$ cat config.mk
export PLATFORM = sky130hd
export DESIGN_NAME = morse_codec_core
export DESIGN_NICKNAME = d
export VERILOG_FILES = /design/src/hw/rtl/morse_pkg.sv /design/src/hw/rtl/morse_codec_core.sv
export SDC_FILE = /design/constraint.sdc
export NUM_CORES = 1
export LEC_CHECK = 0
export ABC_AREA = 1
export BUFFER_PORTS_ARGS = -buffer_cell sky130_fd_sc_hd__buf_2
export CAP_MARGIN = 10
export CORE_ASPECT_RATIO = 1.1
export CORE_MARGIN = 3
export CORE_UTILIZATION = 62
export CTS_BUF_LIST = sky130_fd_sc_hd__clkbuf_16
export CTS_CLUSTER_SIZE = 12
export DETAILED_ROUTE_END_ITERATION = 10
export GPL_TIMING_DRIVEN = 0
export PLACE_DENSITY = 0.83
export RECOVER_POWER = 100
export SLEW_MARGIN = 20
export SYNTH_ARGS = -nofsm -noshare
export SYNTH_HDL_FRONTEND = slang
export SYNTH_SLANG_ARGS = --single-unit
$ cat constraint.sdc
create_clock -name aclk -period 6 [get_ports aclk]
set_input_delay 0 -clock aclk [delete_from_list [all_inputs] [get_ports aclk]]
set_output_delay 0 -clock aclk [all_outputs]
set_load 0.005 [all_outputs]
$ cat src/hw/rtl/morse_pkg.sv
// Morse codec package: symbol codes, microcode word format, code tables.
package morse_pkg;

    localparam int UPC_W = 3;

    typedef logic [UPC_W-1:0] upc_t;
    typedef logic [1:0]       sym_t;

    localparam sym_t SYM_DOT  = 2'd0;
    localparam sym_t SYM_DASH = 2'd1;
    localparam sym_t SYM_GAP  = 2'd2;

    localparam logic [7:0] ASCII_SPACE = 8'h20;
    localparam logic [2:0] MAX_SYMBOLS = 3'd5;
    localparam logic [2:0] OVERLONG    = 3'd6;

    // result-side action of one microcode step
    typedef enum logic [1:0] {
        EMIT_NONE,
        EMIT_PAT,
        EMIT_GAP,
        EMIT_DEC
    } emit_t;

    // sequencing of the step counter
    typedef enum logic [1:0] {
        SEQ_NEXT,
        SEQ_JUMP,
        SEQ_DISPATCH,
        SEQ_REPEAT
    } seq_t;

    typedef struct packed {
        emit_t emit;
        logic  last;
        seq_t  seq;
        upc_t  target;
    } ctrl_word_t;

    // microcode addresses
    localparam upc_t UA_FETCH   = 3'd0;
    localparam upc_t UA_ENC_SYM = 3'd1;
    localparam upc_t UA_ENC_GAP = 3'd2;
    localparam upc_t UA_DEC     = 3'd3;
    localparam upc_t UA_SPC0    = 3'd4;
    localparam upc_t UA_SPC1    = 3'd5;
    localparam upc_t UA_SPC2    = 3'd6;
    localparam upc_t UA_SPARE   = 3'd7;

    function automatic ctrl_word_t ucode_rom(input upc_t addr);
        ctrl_word_t w;
        unique case (addr)
            UA_FETCH:   w = '{EMIT_NONE, 1'b0, SEQ_DISPATCH, UA_FETCH};
            UA_ENC_SYM: w = '{EMIT_PAT,  1'b0, SEQ_REPEAT,   UA_ENC_GAP};
            UA_ENC_GAP: w = '{EMIT_GAP,  1'b1, SEQ_JUMP,     UA_FETCH};
            UA_DEC:     w = '{EMIT_DEC,  1'b1, SEQ_JUMP,     UA_FETCH};
            UA_SPC0:    w = '{EMIT_GAP,  1'b0, SEQ_NEXT,     UA_FETCH};
            UA_SPC1:    w = '{EMIT_GAP,  1'b0, SEQ_NEXT,     UA_FETCH};
            UA_SPC2:    w = '{EMIT_GAP,  1'b1, SEQ_JUMP,     UA_FETCH};
            default:    w = '{EMIT_NONE, 1'b0, SEQ_JUMP,     UA_FETCH};
        endcase
        return w;
    endfunction

    // character to code: length in 7:5, dash pattern in 4:0 (first symbol LSB)
    function automatic logic [7:0] code_of(input logic [7:0] c);
        logic [7:0] r;
        unique case (c)
            "a": r = 8'h42;  "b": r = 8'h81;  "c": r = 8'h85;  "d": r = 8'h61;
            "e": r = 8'h20;  "f": r = 8'h84;  "g": r = 8'h63;  "h": r = 8'h80;
            "i": r = 8'h40;  "j": r = 8'h8E;  "k": r = 8'h65;  "l": r = 8'h82;
            "m": r = 8'h43;  "n": r = 8'h41;  "o": r = 8'h67;  "p": r = 8'h86;
            "q": r = 8'h8B;  "r": r = 8'h62;  "s": r = 8'h60;  "t": r = 8'h21;
            "u": r = 8'h64;  "v": r = 8'h88;  "w": r = 8'h66;  "x": r = 8'h89;
            "y": r = 8'h8D;  "z": r = 8'h83;  "0": r = 8'hBF;  "1": r = 8'hBE;
            "2": r = 8'hBC;  "3": r = 8'hB8;  "4": r = 8'hB0;  "5": r = 8'hA0;
            "6": r = 8'hA1;  "7": r = 8'hA3;  "8": r = 8'hA7;  "9": r = 8'hAF;
            default: r = 8'h00;
        endcase
        return r;
    endfunction

    function automatic logic [6:0] char_of(input logic [7:0] code);
        logic [7:0] r;
        unique case (code)
            8'h42: r = "a";  8'h81: r = "b";  8'h85: r = "c";  8'h61: r = "d";
            8'h20: r = "e";  8'h84: r = "f";  8'h63: r = "g";  8'h80: r = "h";
            8'h40: r = "i";  8'h8E: r = "j";  8'h65: r = "k";  8'h82: r = "l";
            8'h43: r = "m";  8'h41: r = "n";  8'h67: r = "o";  8'h86: r = "p";
            8'h8B: r = "q";  8'h62: r = "r";  8'h60: r = "s";  8'h21: r = "t";
            8'h64: r = "u";  8'h88: r = "v";  8'h66: r = "w";  8'h89: r = "x";
            8'h8D: r = "y";  8'h83: r = "z";  8'hBF: r = "0";  8'hBE: r = "1";
            8'hBC: r = "2";  8'hB8: r = "3";  8'hB0: r = "4";  8'hA0: r = "5";
            8'hA1: r = "6";  8'hA3: r = "7";  8'hA7: r = "8";  8'hAF: r = "9";
            default: r = 8'h00;
        endcase
        return r[6:0];
    endfunction

endpackage

$ cat src/hw/rtl/morse_codec_core.sv
// Encode: a character steps through fetch, a step per symbol, an empty loop
// test and a gap; a space through fetch and gap steps SPC0, SPC1, SPC2; an
// unknown byte through fetch, the empty loop test and a gap. Decode steps
// through fetch and update/emit for each symbol. The step counter makes one
// step per cycle unless fetch waits on s_valid or the output register stalls.
// Reset (aresetn low, synchronous) clears mode, decode state, step count, valid.
module morse_codec_core (
    input  logic                 aclk,
    input  logic                 aresetn,
    input  logic                 cfg_we,
    input  logic                 cfg_wdata,
    input  logic                 s_valid,
    output logic                 s_ready,
    input  logic [7:0]           s_char_in,
    input  logic [1:0]           s_symbol_in,
    output logic                 m_valid,
    input  logic                 m_ready,
    output logic [1:0]           m_symbol_out,
    output logic [6:0]           m_char_out,
    output logic                 m_last
);
    import morse_pkg::*;

    ctrl_word_t ctrl;

    upc_t       upc_reg, upc_next;
    logic       mode_reg, mode_next;
    logic [2:0] enc_cnt_reg, enc_cnt_next;
    logic [4:0] enc_pat_reg, enc_pat_next;
    sym_t       sym_reg, sym_next;
    logic [4:0] pattern_bits_reg, pattern_bits_next;
    logic [2:0] symbol_count_reg, symbol_count_next;
    logic [1:0] gap_run_reg, gap_run_next;
    logic       m_valid_reg, m_valid_next;
    sym_t       m_symbol_reg, m_symbol_next;
    logic [6:0] m_char_reg, m_char_next;
    logic       m_last_reg, m_last_next;

    logic       out_free;
    logic       emit_now;
    logic       step_go;
    logic       dec_hit;
    logic [6:0] dec_char;
    logic [7:0] folded;
    logic [7:0] fetch_code;
    upc_t       dispatch_addr;

    always_comb begin
        ctrl     = ucode_rom(upc_reg);
        out_free = !m_valid_reg || m_ready;

        folded = s_char_in;
        if (s_char_in >= "A" && s_char_in <= "Z") begin
            folded = s_char_in + 8'd32;
        end
        fetch_code = code_of(folded);

        if (mode_reg) begin
            dispatch_addr = UA_DEC;
        end else if (s_char_in == ASCII_SPACE) begin
            dispatch_addr = UA_SPC0;
        end else begin
            dispatch_addr = UA_ENC_SYM;
        end

        // decoder: a gap ends pending symbols, or completes a run of three
        dec_hit = (sym_reg == SYM_GAP) &&
                  ((symbol_count_reg != 3'd0) || (gap_run_reg == 2'd2));
        if (symbol_count_reg == 3'd0) begin
            dec_char = ASCII_SPACE[6:0];
        end else if (symbol_count_reg <= MAX_SYMBOLS) begin
            dec_char = char_of({symbol_count_reg, pattern_bits_reg});
        end else begin
            dec_char = 7'd0;
        end

        unique case (ctrl.emit)
            EMIT_NONE: emit_now = 1'b0;
            EMIT_PAT:  emit_now = (enc_cnt_reg != 3'd0);
            EMIT_GAP:  emit_now = 1'b1;
            EMIT_DEC:  emit_now = dec_hit;
            default:   emit_now = 1'b0;
        endcase

        if (ctrl.seq == SEQ_DISPATCH) begin
            step_go = s_valid;
        end else begin
            step_go = !emit_now || out_free;
        end
        s_ready = (ctrl.seq == SEQ_DISPATCH);

        upc_next          = upc_reg;
        mode_next         = cfg_we ? cfg_wdata : mode_reg;
        enc_cnt_next      = enc_cnt_reg;
        enc_pat_next      = enc_pat_reg;
        sym_next          = sym_reg;
        pattern_bits_next = pattern_bits_reg;
        symbol_count_next = symbol_count_reg;
        gap_run_next      = gap_run_reg;
        m_valid_next      = m_valid_reg && !m_ready;
        m_symbol_next     = m_symbol_reg;
        m_char_next       = m_char_reg;
        m_last_next       = m_last_reg;

        if (step_go) begin
            unique case (ctrl.seq)
                SEQ_NEXT:     upc_next = upc_reg + 3'd1;
                SEQ_JUMP:     upc_next = ctrl.target;
                SEQ_DISPATCH: upc_next = dispatch_addr;
                SEQ_REPEAT:   upc_next = (enc_cnt_reg != 3'd0) ? upc_reg : ctrl.target;
                default:      upc_next = UA_FETCH;
            endcase

            if (ctrl.seq == SEQ_DISPATCH) begin
                enc_cnt_next = fetch_code[7:5];
                enc_pat_next = fetch_code[4:0];
                sym_next     = s_symbol_in;
            end

            if (emit_now) begin
                m_valid_next  = 1'b1;
                m_last_next   = ctrl.last;
                m_symbol_next = SYM_DOT;
                m_char_next   = 7'd0;
                unique case (ctrl.emit)
                    EMIT_PAT: m_symbol_next = {1'b0, enc_pat_reg[0]};
                    EMIT_GAP: m_symbol_next = SYM_GAP;
                    EMIT_DEC: m_char_next   = dec_char;
                    default:  m_symbol_next = SYM_DOT;
                endcase
            end

            if (ctrl.emit == EMIT_PAT && enc_cnt_reg != 3'd0) begin
                enc_cnt_next = enc_cnt_reg - 3'd1;
                enc_pat_next = {1'b0, enc_pat_reg[4:1]};
            end

            if (ctrl.emit == EMIT_DEC) begin
                if (sym_reg == SYM_DOT || sym_reg == SYM_DASH) begin
                    gap_run_next = 2'd0;
                    if (symbol_count_reg < MAX_SYMBOLS) begin
                        if (sym_reg == SYM_DASH) begin
                            pattern_bits_next = pattern_bits_reg |
                                (5'd1 << symbol_count_reg);
                        end
                        symbol_count_next = symbol_count_reg + 3'd1;
                    end else begin
                        symbol_count_next = OVERLONG;
                    end
                end else if (sym_reg == SYM_GAP) begin
                    if (symbol_count_reg != 3'd0) begin
                        pattern_bits_next = 5'd0;
                        symbol_count_next = 3'd0;
                        gap_run_next      = 2'd0;
                    end else if (gap_run_reg == 2'd2) begin
                        gap_run_next = 2'd0;
                    end else begin
                        gap_run_next = gap_run_reg + 2'd1;
                    end
                end
            end
        end
    end

    always_ff @(posedge aclk) begin
        if (!aresetn) begin
            upc_reg          <= UA_FETCH;
            mode_reg         <= 1'b0;
            pattern_bits_reg <= 5'd0;
            symbol_count_reg <= 3'd0;
            gap_run_reg      <= 2'd0;
            m_valid_reg      <= 1'b0;
        end else begin
            upc_reg          <= upc_next;
            mode_reg         <= mode_next;
            pattern_bits_reg <= pattern_bits_next;
            symbol_count_reg <= symbol_count_next;
            gap_run_reg      <= gap_run_next;
            m_valid_reg      <= m_valid_next;
        end
        enc_cnt_reg  <= enc_cnt_next;
        enc_pat_reg  <= enc_pat_next;
        sym_reg      <= sym_next;
        m_symbol_reg <= m_symbol_next;
        m_char_reg   <= m_char_next;
        m_last_reg   <= m_last_next;
    end

    assign m_valid      = m_valid_reg;
    assign m_symbol_out = m_symbol_reg;
    assign m_char_out   = m_char_reg;
    assign m_last       = m_last_reg;

endmodule
# After elaboration in Yosys (flattened, before gate mapping)
# Memories as Yosys holds them, arrays and structs flattened.
# Index checks and enable logic that the tools add are counted.
dict set report totals {
  rom_bits 1024
  n_memories 1
  output_inout_bits 12
  register_bits 35
  word_cells 146
}
dict set report op_classes {
  order_cmp 4
  addsub 5
  n_reduce_logical 31
  n_eq_ne 55
  bitwise 3
  shift 1
  n_mux 32
}
# memory words word_bits rd rd_clocked_by_memory_dff wr line_no
set mem_list {}
lappend mem_list {{(name not given)} 128 8 1 0 0 morse_pkg.sv:68} ;# unique case (c)
# cell count
set op_table {}
lappend op_table {{case mux 7 bit (36 select lines)} 1}
lappend op_table {{equality test 8 bit (second input constant)} 22}
lappend op_table {{equality test 8 x 7 -> 1 bit (second input constant)} 12}
lappend op_table {{case mux 8 bit (5 select lines)} 1}
lappend op_table {{two-way mux 5 bit} 6}
lappend op_table {{two-way mux 3 bit} 9}
lappend op_table {{equality test 8 x 6 -> 1 bit (second input constant)} 3}
lappend op_table {{two-way mux 8 bit} 2}
lappend op_table {{equality test 2 bit (second input constant)} 6}
lappend op_table {{two-way mux 6 bit} 2}
lappend op_table {{case mux 3 bit (4 select lines)} 1}
lappend op_table {{equality test 3 bit (second input constant)} 3}
lappend op_table {{adder 8 x 6 -> 8 bit (second input constant)} 1}
lappend op_table {{>= comparator 8 x 7 -> 1 bit (second input constant)} 1}
lappend op_table {{<= comparator 8 x 7 -> 1 bit (second input constant)} 1}
lappend op_table {{two-way mux 2 bit} 4}
lappend op_table {{AND reduction 2 bit} 4}
lappend op_table {{adder 3 x 1 -> 3 bit (second input constant)} 2}
lappend op_table {{equality test 2 x 1 -> 1 bit (second input constant)} 3}
lappend op_table {{equality test 3 x 2 -> 1 bit (second input constant)} 2}
lappend op_table {{zero test 2 bit} 3}
lappend op_table {{zero test 3 bit} 2}
lappend op_table {{AND reduction 6 bit} 1}
lappend op_table {{nonzero test 2 bit} 3}
lappend op_table {{other kinds (22)} 36}

# Longest topological paths before layout
# Gate-level depths: netlist of the first run.
dict set report depth {
  ltp_word 9
  ltp_mapped 13
}

# Worst setup path before layout of the first run
# Ideal clock, no wire load.
dict set report synth_timing {
  path_type {flip-flop to flip-flop}
  start {register upc_reg[0]}
  end {register enc_cnt_reg[0] (enable)}
  setup_slack_ns 3.896
  synth_period_minus_slack_ns 2.104
  setup_time_ns 0.375
  path_stages_with_launch 10
  t_required_ns 5.625
  arrival_time_ns 1.729
  cell_sequence {dfxtp_1 ha_1 ha_1 inv_1 nor2_4 nand3_1 nand3b_4 nand2_4 nand2_1 a21oi_1}
}
dict set report synth_between {
  elab_chain_cells 9
  elab_cells_between_ends 22
  cone_classes {eq/ne: 10; mux: 3; reduce/logical: 9}
}
# item line_no
set synth_lines {}
lappend synth_lines {{from (decl)} morse_codec_core.sv:26} ;# upc_t upc_reg, upc_next;
lappend synth_lines {{from (signal assigned)} morse_codec_core.sv:174} ;# upc_reg <= upc_next;
lappend synth_lines {{equality test 3 bit / equality test 3 x 2 -> 1 bit (equally long branches)} morse_pkg.sv:52} ;# unique case (addr)
lappend synth_lines {{OR reduction 2 bit (no line)} -}
lappend synth_lines {{case mux 8 bit (5 select lines) (*)} morse_pkg.sv:52}
lappend synth_lines {{equality test 2 bit, or another cell as far along} morse_codec_core.sv:77} ;# unique case (ctrl.emit)
lappend synth_lines {{case mux 1 bit (4 select lines)} morse_codec_core.sv:77}
lappend synth_lines {{zero test 1 bit} morse_codec_core.sv:88} ;# step_go = !emit_now || out_free;
lappend synth_lines {{logical OR 1 bit} morse_codec_core.sv:88}
lappend synth_lines {{two-way mux 1 bit} morse_codec_core.sv:85} ;# if (ctrl.seq == SEQ_DISPATCH) begin
lappend synth_lines {{AND reduction 2 bit (no line) (*)} -}
lappend synth_lines {{to (signal assigned)} morse_codec_core.sv:181} ;# enc_cnt_reg <= enc_cnt_next;
lappend synth_lines {{to (decl)} morse_codec_core.sv:28} ;# logic [2:0] enc_cnt_reg, enc_cnt_next;
# Mark *: on every way between the ends. The rest lies on a longest branch, timed or not.
# A chain may end at the register's enable or synchronous reset.

# Worst setup path after layout of the first run
dict set report layout_timing {
  start {register symbol_count_reg[1]}
  end {register enc_pat_reg[1] (enable)}
}
dict set report layout_between {
  elab_chain_cells 8
}
# item line_no
set layout_lines {}
lappend layout_lines {{from (decl)} morse_codec_core.sv:32} ;# logic [2:0] symbol_count_reg, symbol_count_next;
lappend layout_lines {{from (signal assigned)} morse_codec_core.sv:177} ;# symbol_count_reg <= symbol_count_next;
lappend layout_lines {{nonzero test 3 bit} morse_codec_core.sv:68} ;# ((symbol_count_reg != 3'd0) || (gap_run_reg == 2'd2));
lappend layout_lines {{logical OR 1 bit} morse_codec_core.sv:68}
lappend layout_lines {{logical AND 1 bit} morse_codec_core.sv:67} ;# dec_hit = (sym_reg == SYM_GAP) &&
lappend layout_lines {{case mux 1 bit (4 select lines)} morse_codec_core.sv:77}
lappend layout_lines {{zero test 1 bit} morse_codec_core.sv:88}
lappend layout_lines {{logical OR 1 bit} morse_codec_core.sv:88}
lappend layout_lines {{two-way mux 1 bit} morse_codec_core.sv:85}
lappend layout_lines {{AND reduction 2 bit (no line)} -}
lappend layout_lines {{to (signal assigned)} morse_codec_core.sv:182} ;# enc_pat_reg <= enc_pat_next;
lappend layout_lines {{to (decl)} morse_codec_core.sv:29} ;# logic [4:0] enc_pat_reg, enc_pat_next;
# No other way between the ends.

==> results of run 1 <==
## path summary, 6_finish.rpt
check	from	endpoint	slack, ns	cells past startpoint
setup / recovery	symbol_count_reg[1]	enc_pat_reg[1]	3.30	10
hold / removal	aresetn	gap_run_reg[1]	0.06	3
setup reg to reg	symbol_count_reg[1]	enc_pat_reg[1]	3.30	10
hold reg to reg	enc_pat_reg[3]	enc_pat_reg[2]	0.54	2
## through the flow
stage	power [W]	instance area, um^2	util
detailed placement	0.000756	3210	0.712
global placement	0.000737	3210	0.712
finish	0.00100	3330	0.739
global route	0.00107	3330	0.739
CTS	0.00101	3380	0.751
floorplan	0.000646	3010	-
## Yosys cell counts (all sizes together)
cell,n
a21oi,16
nor3b,1
clkbuf,1
or2,1
a32oi,1
nand3b,3
o21a,1
a41oi,1
ha,20
o22ai,5
nor3,13
nand4,11
o31ai,1
inv,64
o211ai,2
nand3,17
buf,4
nor2,97
o21ai,34
edfxtp,20
o32ai,1
nand2,150
dfxtp,15
## worst reg2reg max path: stages, from the launching register on
cell and delay [ns]:
dfxtp_1 0.36, inv_1 0.18, ha_1 0.22, inv_1 0.06, nor2_1 0.25, nand2_1 0.12, nand3_1 0.12, nand3b_1 0.13
nand2_1 0.19, nand2_1 0.09, a21oi_1 0.60
## report_power, final
part           total (W)  internal (W)  switching (W)
registers       0.000389      0.000358      0.0000304
logic           0.000371      0.000114       0.000256
clock network   0.000243      0.000149      0.0000937
total            0.00100      0.000622       0.000380
## cells by family after synthesis
| group | after synthesis |
|---|---|
| flops | 35 |
| simple gates | 293 |
| buf+inv | 69 |
| compound gates | 62 |
| fa+ha+maj | 20 |
## layer usage
metal,part of all wire,vias to the layer above,routed length (um),global-route usage
li1,-,1620,-,-
met1,0.37,1515,3140,0.331
met2,0.51,214,4350,0.547
met3,0.077,48,652,0.0519
met4,0.043,0,366,0.157
met5,0,-,0,0
## layout by cell type (no fill, tap or decap), drive strengths merged, types with 3 or more instances in the layout
| cell | count |
|---|---|
| nor3 | 13 |
| dfxtp | 15 |
| dlygate4sd3 | 4 |
| a21oi | 16 |
| buf | 23 |
| clkbuf | 12 |
| nand3 | 17 |
| ha | 20 |
| o22ai | 5 |
| nand3b | 3 |
| nand4 | 11 |
| inv | 65 |
| edfxtp | 20 |
| nor2 | 97 |
| o21ai | 34 |
| nand2 | 150 |
## area by class of cell
cell class                      instances  area [um^2]
Fill cell                             346         1180
Buffer                                  5         26.3
Tap cell                               54         67.6
Clock buffer                            5          125
Multi-Input combinational cell        375         1800
Inverter                               64          240
Sequential cell                        35          901
Timing Repair Buffer                   29          158
Clock inverter                          3         11.3
## repair_timing
action	CTS	global route
hold endpoints to repair	3	0
hold buffers	4	0
gates resized for setup	0	0
==> impl_metrics.csv, run 1 <==
group,metric,value,unit
setup_path,cp_common_cell,"nand2_1",
routing,vias_per_cell,5.96,
layout,area_delta_synth_final,10.4,%
global_routing,grt_max_degree,11,
run,drv_cap,0,
clock_tree,cts-root-buf,"clkbuf_16",
layout,antenna_cells,0,
floorplanning,initial_core_util,0.669,
synthesis,synth.area.mux_share,0,
clock_tree,cts_buffers,5,
clock_tree,cts_tree,"built",
global_routing,grt_pass1_vias,3152,
global_routing,track_usage,0.302,
synthesis,syn_avg_cell_area,6.29,um^2
synthesis,synth_adder_area_share,0.0830,
outcome,status,"complete, no violations",
timing,fin_setup_tns,0,ns
routing,drtAntennaViolNets,0,
timing,fin_crit_sh,0.450,
synthesis,synth-seq-cells,35,
timing,max_freq,0.370,GHz
floorplanning,die_h,79.1,um
pwr,p_per_area,301,nW/um^2
timing,hold_slack,0.0576,ns
pwr,static-leakage-power,1.74,nW
layout,final_cells,570,
floorplanning,pin_count,28,
synthesis,synth_simple_gate_area_frac,0.418,
setup_path,cp_top_family,"simple AND/OR/NAND/NOR gates",
synthesis,synth.distinct_cells,34,
clock_tree,cts.sinks,35,
clock_tree,clk_latency,0.28,ns
global_routing,grt_pass1_wl,13700,um
setup_path,path_max_fanout,8,
global_routing,grt_overflow,0,
timing,clock_skew,0.00546,ns
timing,setup_slack,3.30,ns
setup_path,worst-endpoint-arrival,2.61,ns
routing,route.detailed.drc,0,
synthesis,synth_area_leaders,"edfxtp_1 20%, nand2_1 18%, nor2_1 11%",
timing,fin_crit,2.70,ns
routing,first_pass_iters,5,
place,hpwl,6100,um
routing,vias,3397,
synthesis,syn_nets,515,
setup_path,endpoint_kind,"flop",
synthesis,ys_seq_area_frac,0.299,
clock_tree,post-cts-setup-buffer-count,0,
setup_path,required,5.91,ns
timing,drv_slew,0,
setup_path,start_kind,"flop",
place,dp.cells,558,
synthesis,synth_area_leader_cell,"edfxtp_1",
routing,first_iter_violations,347,
timing,finalHoldViolCount,0,
setup_path,cp_slowest_cell,"a21oi_1",
place,port_buffers,25,
setup_path,crit_buf_inv,2,
timing,setup_violations,0,
layout,nets,551,
floorplanning,core_area,4500,um^2
layout,drive_gt1_frac,0.0814,
floorplanning,std_cell_rows,25,
routing,drt-total-wl,8510,um
floorplanning,die_x,72.5,um
hold_path,min_path_type,"in -> reg",
synthesis,synth_top_family_by_area,"simple AND/OR/NAND/NOR gates",
place,place.gp.congestion,0.948,
floorplanning,die-area,5730,um^2
synthesis,netlist_instances,479,
timing,rsz0062_at_grt,"no",
routing,wl_per_cell,14.9,um
timing,maxSlewHeadroom,0.493,
pwr,vdd_ir_drop_max,0.308,mV
layout,largest_register_ffs,7,
clock_tree,clock_path_buffers,2,
global_routing,antenna_found_initial,0,
setup_path,crit_chain,"inv_1, ha_1, inv_1, nor2_1, nand2_1, nand3_1, nand3b_1, nand2_1, nand2_1, a21oi_1",
synthesis,yosys.area_share.xor_xnor,0,
synthesis,yosysTopAreaCellShare,0.199,
timing,worst_slew_pin_slew,0.760,ns
clock_tree,path_clk_slew,0.05,ns
setup_path,max_stage_delay,0.60,ns
synthesis,ys_warn_count,0,
clock_tree,htreeDepth,2,
setup_path,critical_path_class,"reg -> reg",
synthesis,synth_compound_area_frac,0.112,
synthesis,syn_area,3010,um^2
place,pre_cts_slack,3.51,ns
No activity file was read; power rests on OpenSTA's default activity.
==> run 2, diff against run 1 <==
- CORE_UTILIZATION: 62 -> 54
- PLACE_DENSITY: 0.83 -> 0.76
- clock period: 6 -> 2.3 ns (I/O delays scaled with it)
==> impl_metrics.csv, run 2 (synthesis results as in run 1) <==
group,metric,value,unit
global_routing,use_met1,0.288,
pwr,p_per_area,807,nW/um^2
timing,maxSlewHeadroom,0.651,
clock_tree,clock_path_buffers,2,
routing,drt-total-wl,7670,um
floorplanning,initial_core_util,0.579,
clock_tree,clk_latency,0.28,ns
layout,layout_commonest_cell,"nand2_1",
global_routing,grt_pass1_vias,2872,
layout,antenna_cells,0,
global_routing,grt_util_met2,0.445,
timing,drv_slew,0,
timing,fin_crit_sh,0.936,
timing,setup_slack,0.146,ns
routing,vias,3151,
global_routing,antenna_found_initial,0,
routing,first_pass_iters,5,
timing,worst_slew_pin_slew,0.522,ns
pwr,power,0.00277,W
global_routing,grt_max_degree,13,
timing,max_freq,0.464,GHz
place,port_buffers,25,
routing,wl_per_cell,13.0,um
layout,mostFrequentLayoutCells,"146 x nand2_1, 94 x nor2_1, 57 x inv_1",
floorplanning,die_h,84.4,um
global_routing,grt_pass1_wl,12900,um
routing,first_iter_violations,209,
pwr,vdd_ir_drop_max,0.769,mV
routing,vias_per_cell,5.36,
setup_path,endpoint_kind,"flop",
clock_tree,cts_tree,"built",
setup_path,critical_path_class,"reg -> reg",
routing,drtAntennaViolNets,0,
setup_path,crit_chain,"inv_1, nand2_1, nor2_1, nand2_1, nand2_1, nor2_1, nand3_1, nor3_1, nor2_1",
setup_path,max_stage_delay,0.43,ns
global_routing,grt_overflow,0,
global_routing,top_usage_layer,"met2",
routing,route.detailed.drc,0,
setup_path,path_max_fanout,6,
setup_path,cp_slowest_cell,"dfxtp_1",
floorplanning,std_cell_rows,27,
floorplanning,core_area,5200,um^2
setup_path,required,2.32,ns
run,drv_cap,0,
setup_path,start_kind,"flop",
clock_tree,path_clk_slew,0.06,ns
pwr,static-leakage-power,1.78,nW
clock_tree,cts-root-buf,"clkbuf_16",
global_routing,use_met3,0.0343,
setup_path,worst-endpoint-arrival,2.17,ns
timing,fin_crit,2.15,ns
place,pre_cts_slack,-0.133,ns
outcome,status,"complete, no violations",
timing,rsz0062_at_grt,"no",
clock_tree,htreeDepth,2,
global_routing,track_usage,0.242,
hold_path,min_path_type,"in -> reg",
floorplanning,die_x,77.2,um
floorplanning,pin_count,28,
floorplanning,die-area,6520,um^2
layout,register_area,902,um^2
layout,largest_register_ffs,7,
layout,multi_input_area,1840,um^2
layout,nets,551,
timing,finalHoldViolCount,0,
clock_tree,cts_buffers,5,
layout,fillCellCount,482,
timing,hold_slack,0.0426,ns
clock_tree,cts.sinks,35,
place,place.gp.congestion,0.986,
layout,drive_gt1_frac,0.103,
timing,setup_violations,0,
layout,area_delta_synth_final,13.9,%
timing,clock_skew,0.00562,ns
place,hpwl,5840,um
==> run 2: changes by cell type in the layout (fill, tap and decap cells not counted), sizes merged <==
cell / before / now
buf: 23 / 25
inv: 65 / 63
bufinv: 0 / 1
clkbuf: 12 / 10
clkinvlp: 0 / 1
==> run 2: cell type report <==
cell class,instances,share of cell area
tap,72,0.0262
inverter,64,0.0711
buffer,5,0.00765
multi-input combinational,375,0.536
sequential,35,0.263
clock buffer,5,0.0364
clock inverter,3,0.0128
timing repair buffer,29,0.0466
==> run 2: repair_timing <==
item | 4_1_cts | 5_1_grt
endpoints found under the hold margin | 3 | 0
endpoints found under the setup margin | 8 | 20
setup buffers | 0 | 0
gates resized for setup | 1 | 4
hold buffers | 4 | 0
==> run 2: stage by stage <==
| step | setup TNS (ns) | instance area, um^2 | cells | utilization |
|---|---|---|---|---|
| final | 0 | 3430 | 588 | 0.660 |
| after floorplan | 0 | 3010 | 479 | - |
| after CTS | 0 | 3440 | 588 | 0.662 |
| after detailed placement | -1.07 | 3230 | 576 | 0.621 |
| after global placement | -0.985 | 3230 | 576 | 0.621 |
| after global routing | 0 | 3430 | 588 | 0.660 |
==> run 2: report_power, final <==
group          leakage [nW]  internal [W]  switching (W)
logic                  1.38      0.000336       0.000664
clock network        0.0838      0.000510       0.000256
registers             0.317      0.000933      0.0000714
==> run 2: worst paths after layout <==
check	from	endpoint	slack (ns)	depth (start not counted)
worst max-delay path	pattern_bits_reg[0]	m_char_out[2]	0.15	9
worst min register to register	enc_pat_reg[4]	enc_pat_reg[3]	0.53	2
worst max register to register	pattern_bits_reg[0]	m_char_out[2]	0.15	9
worst min-delay path	aresetn	symbol_count_reg[1]	0.04	3
==> run 2: critical path, delay by kind of cell, from the launching register on <==
family,cells,cell delay [ns]
and+or+nand+nor,8,1.29
DFF,1,0.43
buffers and inverters,1,0.16
==> run 2: per-layer routing <==
layer | wire length [um] | up-vias
met4 | 200 | 0
met2 | 3920 | 118
met1 | 3130 | 1398
met5 | 0 | -
li1 | - | 1614
met3 | 421 | 21
==> run 3, diff against run 2 <==
- BUFFER_PORTS_ARGS: -buffer_cell sky130_fd_sc_hd__buf_2 -> unset
- CORE_MARGIN: 3 -> 4
- CORE_UTILIZATION: 54 -> 58
- DONT_BUFFER_PORTS: unset -> 1
==> impl_metrics.csv, run 3 (synthesis results as in run 1) <==
group,metric,value,unit
layout,fillCellCount,472,
pwr,seq_power_share,0.385,
place,place.gp.congestion,0.942,
layout,antenna_cells,0,
pwr,vdd_ir_drop_max,0.618,mV
setup_path,cp_slowest_cell,"dfxtp_1",
layout,mostFrequentLayoutCells,"147 x nand2_1, 92 x nor2_1, 57 x inv_1",
pwr,comb_power_share,0.330,
floorplanning,core_area,5030,um^2
timing,max_freq,0.477,GHz
setup_path,r2r_slack,0.20,ns
place,dp.cells,537,
layout,largest_register_ffs,7,
floorplanning,die_h,83.6,um
timing,drv_slew,0,
layout,final_util,0.657,
routing,drtAntennaViolNets,0,
routing,vias,3095,
routing,drt-total-wl,7520,um
clock_tree,cts_tree,"built",
clock_tree,path_clk_slew,0.06,ns
layout,nets,527,
floorplanning,initial_core_util,0.599,
floorplanning,std_cell_rows,27,
place,port_buffers,0,
place,hpwl,5750,um
setup_path,start_kind,"flop",
setup_path,critical_path_class,"reg -> reg",
setup_path,crit_buf_inv,3,
clock_tree,htreeDepth,2,
timing,fin_crit_sh,0.912,
pwr,p_sw,0.000959,W
clock_tree,cts.sinks,35,
hold_path,whs_endpoint,"m_valid",
global_routing,grt_pass1_vias,2904,
clock_tree,cts_buffers,5,
timing,finalHoldViolCount,0,
timing,maxSlewHeadroom,0.675,
setup_path,cp_top_family,"buffers and inverters",
clock_tree,cts-root-buf,"clkbuf_16",
global_routing,antenna_found_initial,0,
routing,first_iter_violations,180,
timing,hold_slack,0.0304,ns
setup_path,max_stage_delay,0.34,ns
setup_path,endpoint_kind,"flop",
clock_tree,clock_path_buffers,2,
setup_path,path_max_fanout,10,
setup_path,r2r_cells,7,
setup_path,worst-endpoint-arrival,2.08,ns
hold_path,min_path_type,"in -> reg",
hold_path,hold_depth,3,
timing,clock_skew,0.00491,ns
global_routing,grt_overflow,0,
layout,layout_commonest_cell,"nand2_1",
floorplanning,die-area,6420,um^2
pwr,static-leakage-power,1.69,nW
run,drv_cap,0,
routing,vias_per_cell,5.63,
setup_path,cp_common_cell,"inv_1",
pwr,p_sw_frac,0.357,
timing,setup_violations,0,
global_routing,track_usage,0.243,
outcome,status,"complete, no violations",
layout,drive_gt1_frac,0.0671,
global_routing,grt_pass1_wl,12800,um
routing,wl_per_cell,13.7,um
setup_path,required,2.29,ns
hold_path,worstHoldStart,"m_ready",
routing,route.detailed.drc,0,
floorplanning,pin_count,28,
pwr,p_per_area,811,nW/um^2
floorplanning,die_x,76.7,um
timing,rsz0062_at_grt,"no",
pwr,p_int,0.00173,W
setup_path,timing.rr.start,"upc_reg[1]",
timing,fin_crit,2.10,ns
global_routing,grt_max_degree,13,
clock_tree,clk_latency,0.28,ns
routing,first_pass_iters,5,
setup_path,r2r-end,"m_char_out[6]",
timing,worst_slew_pin_slew,0.482,ns
pwr,pwr-share-clk,0.285,
layout,final_cells,550,
layout,area_delta_synth_final,9.75,%
setup_path,cp.depth,7,
setup_path,crit_chain,"inv_1, ha_1, nand4_1, inv_1, nand2_1, nand3_1, clkinvlp_4",
==> run 3: cell types whose count changed in the layout (fill, tap and decap cells not counted), moves of 2 or more <==
| cell | delta |
|---|---|
| clkbuf_1 | -4 |
| nor2_2 | +2 |
| buf_2 | -21 |
| nor2_1 | -2 |
==> run 3: metrics by stage <==
step                worst slack [ns]  power (W)  setup TNS [ns]  area (um^2)
global placement              -0.203    0.00185           -1.62         3090
CTS                           0.0961    0.00270               0         3320
finish                         0.202    0.00268               0         3310
global route                 0.00804    0.00290               0         3310
detailed placement            -0.251    0.00188           -2.01         3090
floorplan                      0.196    0.00168               0         3010
==> run 3: power groups by stage <==
| stage | clock [W] | combinational, W | sequential, W |
|---|---|---|---|
| 2_1_floorplan | 0 | 0.000666 | 0.00102 |
| 3_3_place_gp | 0 | 0.000803 | 0.00104 |
| 3_5_place_dp | 0 | 0.000832 | 0.00105 |
| 4_1_cts | 0.000781 | 0.000882 | 0.00103 |
| 5_1_grt | 0.000823 | 0.00102 | 0.00105 |
| 6_report | 0.000766 | 0.000885 | 0.00103 |
==> run 3: layer usage <==
metal,global-route usage,part of all wire
met3,0.0367,0.045
met1,0.269,0.41
met4,0.114,0.036
met5,0,0
met2,0.448,0.50
==> run 3: what timing repair did <==
action,in CTS,in global routing
hold endpoints to repair,7,0
gates resized for setup,2,3
hold buffers,5,0
setup buffers,0,0
setup endpoints to repair,8,21
==> run 3: cell type report <==
type	instances	area (um^2)	share of cell area
sequential	35	902	0.273
clock buffer	5	125	0.0378
clock inverter	3	43.8	0.0132
tap	58	72.6	0.0219
multi-input combinational	375	1840	0.557
inverter	64	244	0.0738
buffer	5	26.3	0.00794
timing repair buffer	5	50.0	0.0151
==> run 3: worst max-delay path by stage <==
stage / from / end / slack (ns)
detailed placement: symbol_count_reg[1] / enc_pat_reg[3] / -0.25
CTS: symbol_count_reg[1] / enc_pat_reg[1] / 0.1
global route: enc_cnt_reg[0] / enc_cnt_reg[1] / 0.008
finish: upc_reg[1] / m_char_out[6] / 0.20
floorplan: upc_reg[0] / enc_cnt_reg[0] / 0.20
global placement: symbol_count_reg[1] / enc_pat_reg[4] / -0.20
==> run 3: worst reg2reg max path, cell delays in order (launching register included) <==
cell,delay (ns)
dfxtp_1,0.34
inv_1,0.17
ha_1,0.21
nand4_1,0.24
inv_1,0.24
nand2_1,0.20
nand3_1,0.18
clkinvlp_4,0.22
